===== config.mk =====
export PLATFORM = sky130hd
export DESIGN_NAME = text_console_cursor_engine_core
export DESIGN_NICKNAME = d
export VERILOG_FILES = /design/src/rtl/core/tcc_pkg.sv /design/src/rtl/core/tcc_out_fifo.sv /design/src/rtl/core/text_console_cursor_engine_core.sv
export SDC_FILE = /design/constraint.sdc
export NUM_CORES = 1
export LEC_CHECK = 0
export ABC_AREA = 1
export BUFFER_PORTS_ARGS = -buffer_cell sky130_fd_sc_hd__buf_2
export CAP_MARGIN = 0
export CORE_MARGIN = 4
export CORE_UTILIZATION = 60
export CTS_CLUSTER_SIZE = 8
export DETAILED_ROUTE_END_ITERATION = 12
export PLACE_DENSITY_LB_ADDON = 0.2
export REMOVE_ABC_BUFFERS = 1
export SLEW_MARGIN = 30
export SYNTH_ARGS = -nofsm -noshare
export SYNTH_HDL_FRONTEND = slang
export SYNTH_SLANG_ARGS = --single-unit
export TNS_END_PERCENT = 100

===== constraint.sdc =====
create_clock -name clk_i -period 4.1 [get_ports clk_i]
set_clock_uncertainty 0.05 [all_clocks]
set_input_delay 0.205 -clock clk_i [delete_from_list [all_inputs] [get_ports clk_i]]
set_output_delay 0.205 -clock clk_i [all_outputs]
set_load 0.02 [all_outputs]

===== src/rtl/core/tcc_pkg.sv =====
// shared types and constants of the text console cursor engine
`timescale 1ns / 1ps

package tcc_pkg;

  localparam int ROW_W  = 5;
  localparam int COL_W  = 7;
  localparam int ADDR_W = 11;
  localparam int CELL_W = 16;
  localparam int CHAR_W = 8;
  localparam int ATTR_W = 8;

  localparam logic [CHAR_W-1:0] CODE_BACKSPACE = 8'h08;
  localparam logic [CHAR_W-1:0] CODE_NEWLINE   = 8'h0A;
  localparam logic [CHAR_W-1:0] CODE_SPACE     = 8'h20;
  localparam logic [ATTR_W-1:0] ATTR_RESET     = 8'h0F;

  // one result item as it waits in the output buffer
  typedef struct packed {
    logic              write_enable;
    logic [ADDR_W-1:0] cell_address;
    logic [CELL_W-1:0] cell_value;
    logic              clear_screen;
    logic [ROW_W-1:0]  cursor_row;
    logic [COL_W-1:0]  cursor_column;
  } result_t;

endpackage


===== src/rtl/core/tcc_out_fifo.sv =====
// two-entry output buffer for result items
`timescale 1ns / 1ps

module tcc_out_fifo (
  input  logic             clk_i,
  input  logic             rst_ni,
  input  logic             push_i,
  input  tcc_pkg::result_t data_i,
  output logic             full_o,
  output logic             out_valid_o,
  input  logic             out_ready_i,
  output tcc_pkg::result_t data_o
);
  import tcc_pkg::*;

  result_t    entry_q [2];
  logic       wr_ptr_q, wr_ptr_d;
  logic       rd_ptr_q, rd_ptr_d;
  logic [1:0] count_q, count_d;
  logic       pop;

  assign pop         = out_ready_i && (count_q != 2'd0);
  assign full_o      = (count_q == 2'd2);
  assign out_valid_o = (count_q != 2'd0);
  assign data_o      = entry_q[rd_ptr_q];

  always_comb begin
    wr_ptr_d = push_i ? ~wr_ptr_q : wr_ptr_q;
    rd_ptr_d = pop ? ~rd_ptr_q : rd_ptr_q;
    count_d  = count_q;
    if (push_i && !pop) begin
      count_d = count_q + 2'd1;
    end else if (pop && !push_i) begin
      count_d = count_q - 2'd1;
    end
  end

  always_ff @(posedge clk_i or negedge rst_ni) begin
    if (!rst_ni) begin
      wr_ptr_q <= 1'b0;
      rd_ptr_q <= 1'b0;
      count_q  <= 2'd0;
    end else begin
      wr_ptr_q <= wr_ptr_d;
      rd_ptr_q <= rd_ptr_d;
      count_q  <= count_d;
    end
  end

  always_ff @(posedge clk_i) begin
    if (push_i) begin
      entry_q[wr_ptr_q] <= data_i;
    end
  end

endmodule


===== src/rtl/core/text_console_cursor_engine_core.sv =====
// top level of the text console cursor engine: cursor state, line length memory, output buffer
`timescale 1ns / 1ps

//  channel   | handshake                       | payload
//  ----------+---------------------------------+------------------------------------------
//  input     | in_valid_i / in_ready_o         | mode_i, char_code_i
//  result    | out_valid_o / out_ready_i       | write_enable_o, cell_address_o,
//            |                                 | cell_value_o, clear_screen_o,
//            |                                 | cursor_row_o, cursor_column_o
//  config    | text_attribute_we_i (no wait)   | text_attribute_i
//
//  one item per cycle while the buffer has room: the cursor update and the line length
//  memory write happen at the transfer edge, and the result enters a two-entry output buffer
//  the memory read port always holds the length of the row above the cursor, registered
//  with the next cursor row as address, so backspace at column zero needs no stall
//  in_ready_o drops only while both output buffer entries are waiting to be taken
//  reset clears cursor, attribute (to 0x0f), row valid bits and the buffer; the memory
//  itself is not cleared, rows without a valid bit read as length zero

module text_console_cursor_engine_core #(
  parameter int SCREEN_WIDTH  = 80,
  parameter int SCREEN_HEIGHT = 25
) (
  input  logic                        clk_i,
  input  logic                        rst_ni,
  // configuration
  input  logic                        text_attribute_we_i,
  input  logic [tcc_pkg::ATTR_W-1:0]  text_attribute_i,
  // input items
  input  logic                        in_valid_i,
  output logic                        in_ready_o,
  input  logic                        mode_i,
  input  logic [tcc_pkg::CHAR_W-1:0]  char_code_i,
  // result items
  output logic                        out_valid_o,
  input  logic                        out_ready_i,
  output logic                        write_enable_o,
  output logic [tcc_pkg::ADDR_W-1:0]  cell_address_o,
  output logic [tcc_pkg::CELL_W-1:0]  cell_value_o,
  output logic                        clear_screen_o,
  output logic [tcc_pkg::ROW_W-1:0]   cursor_row_o,
  output logic [tcc_pkg::COL_W-1:0]   cursor_column_o
);
  import tcc_pkg::*;

  localparam int IDX_W   = (SCREEN_HEIGHT > 1) ? $clog2(SCREEN_HEIGHT) : 1;
  localparam int FULL_W  = ROW_W + COL_W;

  localparam logic [ROW_W-1:0] ROW_LAST  = ROW_W'(SCREEN_HEIGHT - 1);
  localparam logic [COL_W-1:0] COL_WIDTH = COL_W'(SCREEN_WIDTH);
  localparam logic [COL_W-1:0] COL_LAST  = COL_W'(SCREEN_WIDTH - 1);

  // cursor and attribute
  logic [ROW_W-1:0]  row_q, row_d;
  logic [COL_W-1:0]  col_q, col_d;
  logic [ATTR_W-1:0] attr_q;

  // line length memory and per-row valid bits
  logic [COL_W-1:0]         len_mem [SCREEN_HEIGHT];
  logic [COL_W-1:0]         rd_data_q;
  logic [IDX_W-1:0]         rd_idx;
  logic                     mem_we;
  logic [IDX_W-1:0]         mem_wr_idx;
  logic [COL_W-1:0]         mem_wr_data;
  logic [SCREEN_HEIGHT-1:0] valid_q, valid_d;

  // item decode
  logic             in_xfer;
  logic             is_bs, is_nl;
  logic [IDX_W-1:0] cur_idx, up_idx;
  logic [COL_W-1:0] col_inc, col_dec, addr_col, up_len;
  logic [ROW_W-1:0] row_down;
  logic [FULL_W-1:0] addr_full;
  logic             buf_full;
  result_t          res, res_out;

  assign in_ready_o = !buf_full;
  assign in_xfer    = in_valid_i && in_ready_o;

  assign is_bs    = (char_code_i == CODE_BACKSPACE);
  assign is_nl    = (char_code_i == CODE_NEWLINE);
  assign cur_idx  = IDX_W'(row_q);
  assign up_idx   = IDX_W'(row_q - ROW_W'(1));
  assign col_inc  = col_q + COL_W'(1);
  assign col_dec  = col_q - COL_W'(1);
  assign row_down = (row_q < ROW_LAST) ? row_q + ROW_W'(1) : row_q;

  // length of the row above, zero if not written since it was entered or cleared
  assign up_len = valid_q[up_idx] ? rd_data_q : '0;

  // one constant multiply for the cell address, masked to the address width
  assign addr_col  = is_bs ? col_dec : col_q;
  assign addr_full = FULL_W'(row_q) * FULL_W'(SCREEN_WIDTH) + FULL_W'(addr_col);

  always_comb begin
    row_d       = row_q;
    col_d       = col_q;
    valid_d     = valid_q;
    mem_we      = 1'b0;
    mem_wr_idx  = cur_idx;
    mem_wr_data = col_inc;

    res.write_enable = 1'b0;
    res.cell_address = '0;
    res.cell_value   = '0;
    res.clear_screen = 1'b0;

    if (in_xfer) begin
      if (mode_i) begin
        // clear: cursor home, every row length back to zero
        row_d            = '0;
        col_d            = '0;
        valid_d          = '0;
        res.cell_value   = {attr_q, CODE_SPACE};
        res.clear_screen = 1'b1;
      end else if (is_bs) begin
        if (col_q != '0) begin
          // blank the previous cell, the row now ends there
          col_d            = col_dec;
          mem_we           = 1'b1;
          mem_wr_data      = col_dec;
          valid_d[cur_idx] = 1'b1;
          res.write_enable = 1'b1;
          res.cell_address = addr_full[ADDR_W-1:0];
          res.cell_value   = {attr_q, CODE_SPACE};
        end else if (row_q != '0) begin
          // up to the end of the previous line, kept on screen
          row_d = row_q - ROW_W'(1);
          col_d = (up_len >= COL_WIDTH) ? COL_LAST : up_len;
        end
      end else if (is_nl) begin
        row_d                     = row_down;
        col_d                     = '0;
        valid_d[IDX_W'(row_down)] = 1'b0;
      end else begin
        // printable: write the cell, advance, wrap at the end of the line
        mem_we           = 1'b1;
        mem_wr_data      = col_inc;
        valid_d[cur_idx] = 1'b1;
        res.write_enable = 1'b1;
        res.cell_address = addr_full[ADDR_W-1:0];
        res.cell_value   = {attr_q, char_code_i};
        col_d            = col_inc;
        if (col_inc >= COL_WIDTH) begin
          row_d                     = row_down;
          col_d                     = '0;
          valid_d[IDX_W'(row_down)] = 1'b0;
        end
      end
    end

    res.cursor_row    = row_d;
    res.cursor_column = col_d;
  end

  // read one row above the next cursor row, ahead of any backspace
  assign rd_idx = (row_d == '0) ? '0 : IDX_W'(row_d - ROW_W'(1));

  always_ff @(posedge clk_i) begin
    if (mem_we) begin
      len_mem[mem_wr_idx] <= mem_wr_data;
    end
  end

  always_ff @(posedge clk_i) begin
    // forward a write to the same row in this cycle
    if (mem_we && (mem_wr_idx == rd_idx)) begin
      rd_data_q <= mem_wr_data;
    end else begin
      rd_data_q <= len_mem[rd_idx];
    end
  end

  always_ff @(posedge clk_i or negedge rst_ni) begin
    if (!rst_ni) begin
      row_q   <= '0;
      col_q   <= '0;
      valid_q <= '0;
      attr_q  <= ATTR_RESET;
    end else begin
      row_q   <= row_d;
      col_q   <= col_d;
      valid_q <= valid_d;
      if (text_attribute_we_i) begin
        attr_q <= text_attribute_i;
      end
    end
  end

  tcc_out_fifo u_out_fifo (
    .clk_i       (clk_i),
    .rst_ni      (rst_ni),
    .push_i      (in_xfer),
    .data_i      (res),
    .full_o      (buf_full),
    .out_valid_o (out_valid_o),
    .out_ready_i (out_ready_i),
    .data_o      (res_out)
  );

  assign write_enable_o  = res_out.write_enable;
  assign cell_address_o  = res_out.cell_address;
  assign cell_value_o    = res_out.cell_value;
  assign clear_screen_o  = res_out.clear_screen;
  assign cursor_row_o    = res_out.cursor_row;
  assign cursor_column_o = res_out.cursor_column;

  // cursor never leaves the screen
  assert property (@(posedge clk_i) disable iff (!rst_ni)
    (col_q < COL_WIDTH) && (row_q <= ROW_LAST))
    else $error("cursor outside the screen");

  // a clear transfer homes the cursor and drops every row length
  assert property (@(posedge clk_i) disable iff (!rst_ni)
    (in_xfer && mode_i) |=> (row_q == '0) && (col_q == '0) && (valid_q == '0))
    else $error("clear did not reset cursor state");

  // newline lands on column zero with the new row's length invalid
  assert property (@(posedge clk_i) disable iff (!rst_ni)
    (in_xfer && !mode_i && is_nl) |=> (col_q == '0) && !valid_q[cur_idx])
    else $error("newline left stale cursor state");

  // a memory write always marks its row valid unless the cursor wrapped onto it
  assert property (@(posedge clk_i) disable iff (!rst_ni)
    (mem_we && (row_d != row_q || col_d != '0)) |=> valid_q[$past(mem_wr_idx)])
    else $error("row length write lost its valid bit");

endmodule

==> Yosys cells after proc, flatten, opt, wreduce, memory -nomap -nowiden <==
Memories as Yosys holds them, arrays and structs flattened. A register that Yosys moved wholly into a read port is not among the register bits.
Index checks and enable logic that the tools add are counted.
{ "op_classes": {"eq_ne": 4, "reduce_logical": 15, "mul": 1, "n_bitwise": 6, "magnitude_cmp": 8, "add_sub_neg": 8, "n_mux": 52} }
{ "op_table": {"columns": ["cell", "count"], "rows": [
  ["$mux W25", 5],
  ["$mux W7", 14],
  ["$mux W28", 3],
  ["$and A25 B25 Y25", 2],
  ["$mux W5", 9],
  ["$mux W29", 1],
  ["$not A25 Y25", 1],
  ["$or A25 B25 Y25", 1],
  ["$lt A5 B6 Y1 const B", 3],
  ["$eq A8 B4 Y1 const B", 2],
  ["$mux W16", 1],
  ["$ge A7 B7 Y1 const B", 2],
  ["$mux W1", 13],
  ["$mux W12", 1],
  ["$add A11 B7 Y11", 1],
  ["$demux W1 S5", 2],
  ["$ge A5 B1 Y1 const B", 2],
  ["$sub A5 B1 Y5 const B", 2],
  ["$add A7 B1 Y7 const B", 1],
  ["$mul A5 B3 Y7 const B", 1],
  ["$reduce_bool A7 Y1", 1],
  ["$sub A7 B1 Y7 const B", 1],
  ["$logic_and A1 B1 Y1", 6],
  ["$add A5 B1 Y5 const B", 1],
  ["13 further kinds", 18]
]} }
{ "totals": {"register_bits": 49, "mem_count": 2, "in_bits": 22, "ram_bits": 257} }
{ "mem_list": {"columns": ["name", "words", "word_bits", "read_ports", "rd_ports_with_merged_regs", "write_ports", "line_no", "source"], "rows": [
  ["len_mem", 25, 7, 1, 1, 1, "text_console_cursor_engine_core.sv:59", "logic [COL_W-1:0] len_mem [SCREEN_HEIGHT];"],
  ["u_out_fifo.entry_q", 2, 41, 1, 0, 1, "tcc_out_fifo.sv:16", "result_t entry_q [2];"]
]} }

==> Longest topological paths before layout <==
{ "depth": {"ltp_word": 12, "depth_mapped": 18, "depth_no_buf": 17} }

==> Modules after synthesis <==
Synthesis repeated with hierarchy kept, for this count alone.
{ "unflattened": {"hier_cells": 1504, "area_unflattened_um2": 14823.0} }
{ "modules_own_cells": {"columns": ["mod", "area_each_um2", "n_inst", "cells_per_inst", "seq_area_each_um2"], "rows": [
  ["text_console_cursor_engine_core", 11556.1, 1, 1262, 6486.2],
  ["tcc_out_fifo", 3266.9, 1, 242, 2562.5]
]} }

==> Least setup slack after synthesis <==
Ideal clock, no wire load.
{ "synth_timing": {"path_kind": "flip-flop to flip-flop", "startpoint": "reg u_out_fifo.count_q[0]", "endpoint": "mem u_out_fifo.entry_q[0][0] (netlist bit), enable pin", "path_stages_with_launch": 7, "setup_ps": 440, "t_arrival_ps": 2901, "t_required_ps": 3610, "period_less_slack_ps": 3390, "path_slack_ps": 710, "cell_sequence": "dfrtp_1 inv_2 nand2_1 nand2_1 clkbuf_1 clkbuf_1 nor2_1"} }
{ "synth_between": {"elab_chain_len": 5} }
{ "synth_rtl": {"columns": ["element", "line_no", "source"], "rows": [
  ["start, declared", "tcc_out_fifo.sv:19", "logic [1:0] count_q, count_d;"],
  ["start signal, assigned", "tcc_out_fifo.sv:46", "count_q <= count_d;"],
  ["$eq A2 B2 Y1", "tcc_out_fifo.sv:23", "assign full_o = (count_q == 2'd2);"],
  ["$logic_not A1 Y1", "text_console_cursor_engine_core.sv:77", "assign in_ready_o = !buf_full;"],
  ["named net in_ready_o", "text_console_cursor_engine_core.sv:31", "output logic in_ready_o,"],
  ["$logic_and A1 B1 Y1", "text_console_cursor_engine_core.sv:78", "assign in_xfer = in_valid_i && in_ready_o;"],
  ["$mux W1", "tcc_out_fifo.sv:51", "if (push_i) begin"],
  ["$mux W1 (implied by the code)", "tcc_out_fifo.sv:52", "entry_q[wr_ptr_q] <= data_i;"],
  ["end, declared", "tcc_out_fifo.sv:16", null]
]} }
The timed path passes the listed nets, and every way through them passes these cells.

==> results.cfg <==
[synth]
synth_top_area_share = 0.507
yosys_warnings = 0
synthTopCellsByCount = nand2_1 (499), edfxtp_1 (257), nand3_1 (171)
synth_area_leader_cell = edfxtp_1
yosysSeqAreaShare = 0.594
yosysUniqueCellTypes = 55
synth_most_common_cell = nand2_1
synth-seq-cells = 311
synth_area_leaders = edfxtp_1 (51%), nand2_1 (12%), dfrtp_1 (7.4%), nand3_1 (5.6%), nor2_1 (2.7%)
synth_edf_count = 257
postSynthCellCount = 1583
ys.flop_type = edfxtp_1
syn_area_per_cell_um2 = 9.62
synth_area_um2 = 15200
async_flop_share = 0.158

[placement]
dp_hpwl_mm = 25.3
preCtsSetupSlack_ps = 845
place_congestion = 0.919
io_buffers = 64
placed_area_um2 = 15800

[routing]
first_pass_iters = 6
ant_nets = 0
drt_iter0_markers = 1409
routed_wl_mm = 40.3
drc = 0
vias = 11900
wire_per_inst_um = 20.0
routed_via_density = 5.90

[global_route]
grt_antenna_before_repair = 0
grt.total_usage = 0.286
gr-total-overflow = 0
grt_max_degree = 80
grt_first_pass_wirelength_mm = 64.0
grt_pass1_vias = 11700

[sta]
fin_ws_ps = 684
hold_viol_final = 0
rsz0062_at_grt = false
slew_headroom = 0.366
layout_min_cycle_time_ps = 3420
setup_violations = 0
setup_tns_ps = 0
max_freq_mhz = 293
fin_crit_sh = 0.833
tightestPinTransition_ps = 949
slew_viol_final = 0

[setup_path]
reg2regPathDepth = 14
crit_path_max_fanout = 13
endpoint_kind = register
cp_top_family = buffers and inverters
path_cells = dlygate4sd3_1 -> buf_2 -> inv_2 -> nand2_1 -> nor3_4 -> nand3_2 -> inv_1 -> nand2_1 -> o21ai_0 -> inv_1 -> fa_1 -> nand2_1 -> inv_1 -> o21ai_0 -> or2_2 -> nor2_1 -> xor2_1 -> nor2_1
r2r_setup_slack_ps = 830
arrival_ps = 3610
cp.required_ps = 4290
crit_path_start_kind = input port
cp_slowest_cell = inv_1
critPathMaxStageDelay_ps = 550
path_buf_inv = 6
regToRegStartpoint = cur_idx[0]
crit_cells = 18
worstSetupPathType = in -> reg

[clock_network]
clk_latency_ps = 540
cts_sinks = 311
cts_root_buf = clkbuf_16
numCtsBuffers = 45
holdBufCountCts = 21
postCtsResizedCells = 0
h-tree-depth = 2
path_clk_slew_ps = 50
cts_setup_buffers = 0
clock_path_buffers = 3
cts_tree = yes

[die]
die-area_um2 = 28000
placementRows = 58
fp.dieH_um = 167
io_pins = 65
core-area_um2 = 25100
start_util = 0.606
die_w_um = 167

[hold_path]
holdPathStages = 3
worstHoldPathType = in -> reg
min_to = u_out_fifo.entry_q[1][15]
hold_path.startpoint = char_code_i[2]

[finish]
final_core_util = 0.690
fillerInstances = 1891
num-nets-final = 1703
drive_gt1_frac = 0.136
area_growth_pct = 13.8
antenna_cells = 0
fin_area_um2 = 17300

[power_and_ir_drop]
vdd_drop_max_mv = 0.523
cellPowerDensity_nw_per_um2 = 558
power_leakage_nw = 7.04

[run_status]
status = complete, no violations

[run]
maxCapViolations = 0
-- metal layers --
| metal | GRT usage | up-vias | share of wire |
|---|---|---|---|
| li1 | - | 5513 | - |
| met1 | 0.401 | 5688 | 0.41 |
| met2 | 0.457 | 604 | 0.48 |
| met3 | 0.0583 | 102 | 0.087 |
| met4 | 0.0907 | 0 | 0.031 |
| met5 | 0 | - | 0 |
-- metrics by stage --
step / cells / hold WS, ps / power (mW)
2_1_floorplan: 1506 / -141 / 5.45
3_3_place_gp: 1923 / 164 / 6.26
3_5_place_dp: 1923 / 164 / 6.31
4_1_cts: 2017 / 2.55 / 9.70
5_1_grt: 2017 / 30.5 / 10.1
6_report: 2017 / 26.8 / 9.66
-- power by group --
group / switching, mW / internal, mW / leakage [nW]
Combinational: 1.68 / 0.600 / 3.35
Sequential: 0.120 / 3.88 / 3.07
Clock: 1.30 / 2.08 / 0.622
-- worst reg2reg max path: stages, from the launching register on --
cell     delay [ps]
dfrtp_1         310
buf_4           330
inv_4           170
ha_1            310
inv_1           390
nor2_4          190
nor2_4          230
nor2_1           60
nor2_1          120
a21oi_1         130
a21oi_4         210
ha_1            210
nand3_2         130
nor3_4          200
nor2_1          110
-- cell type report --
type | instances | area [µm²] | area share
sequential | 311 | 9050 | 0.522
clock buffer | 70 | 1250 | 0.0722
clock inverter | 3 | 45.0 | 0.00260
multi-input combinational | 1075 | 5370 | 0.310
inverter | 120 | 460 | 0.0266
timing repair buffer | 108 | 728 | 0.0420
tap | 330 | 413 | 0.0238
-- flip-flops by register name (all words and copies together), names as in the netlist, named ones only --
name,flops
len_mem,175
u_out_fifo.entry_q,82
u_out_fifo.rd_ptr_q,1
valid_q,25
cur_idx,5
u_out_fifo.count_q,2
u_out_fifo.wr_ptr_q,1
attr_q,8
col_q,7
-- cell families (layout without fill, tap and decap cells) --
kind of cell | count (synthesis) | count (layout) | share of synthesized area
AOI/OAI and AO/OA | 166 | 166 | 0.0652
xor gates and xnor gates | 19 | 19 | 0.0124
adders and majority gates | 20 | 20 | 0.0174
buffers and inverters | 197 | 301 | 0.0583
DFF | 311 | 311 | 0.594
and+or+nand+nor | 870 | 870 | 0.252
-- how the worst max path moves through the flow --
stage | slack (ps) | to | from
global route | 540 | u_out_fifo.entry_q[1][39] | char_code_i[6]
detailed placement | 850 | u_out_fifo.entry_q[1][39] | char_code_i[5]
global placement | 960 | u_out_fifo.entry_q[0][39] | char_code_i[6]
CTS | 790 | u_out_fifo.entry_q[0][39] | char_code_i[6]
finish | 680 | u_out_fifo.entry_q[0][39] | char_code_i[6]
floorplan | -60 | u_out_fifo.entry_q[0][0] | register
-- cells in the final DEF (no fill, tap or decap), types with 4 or more instances in the layout --
| cell type | count |
|---|---|
| or2_2 | 5 |
| dfrtp_1 | 45 |
| buf_4 | 21 |
| or2_0 | 5 |
| o22ai_1 | 5 |
| xor2_1 | 13 |
| dfxtp_1 | 4 |
| nor2_1 | 106 |
| o21ai_1 | 24 |
| nand3_2 | 7 |
| o211ai_1 | 18 |
| o21ai_0 | 46 |
| dfstp_2 | 4 |
| nand2_4 | 7 |
| buf_2 | 64 |
| nor3_2 | 7 |
| o32ai_1 | 5 |
| nor3_1 | 22 |
| nand4_1 | 15 |
| nor2_4 | 10 |
| edfxtp_1 | 257 |
| inv_2 | 17 |
| inv_1 | 96 |
| nand3_1 | 171 |
| clkbuf_16 | 46 |
| inv_4 | 4 |
| nand2_1 | 499 |
| o21a_1 | 4 |
| nand2_2 | 5 |
| ha_1 | 18 |
| dlygate4sd3_1 | 21 |
| clkbuf_1 | 23 |
| a21oi_1 | 42 |
| nor2_2 | 5 |
No activity file was read; power rests on OpenSTA's default activity.
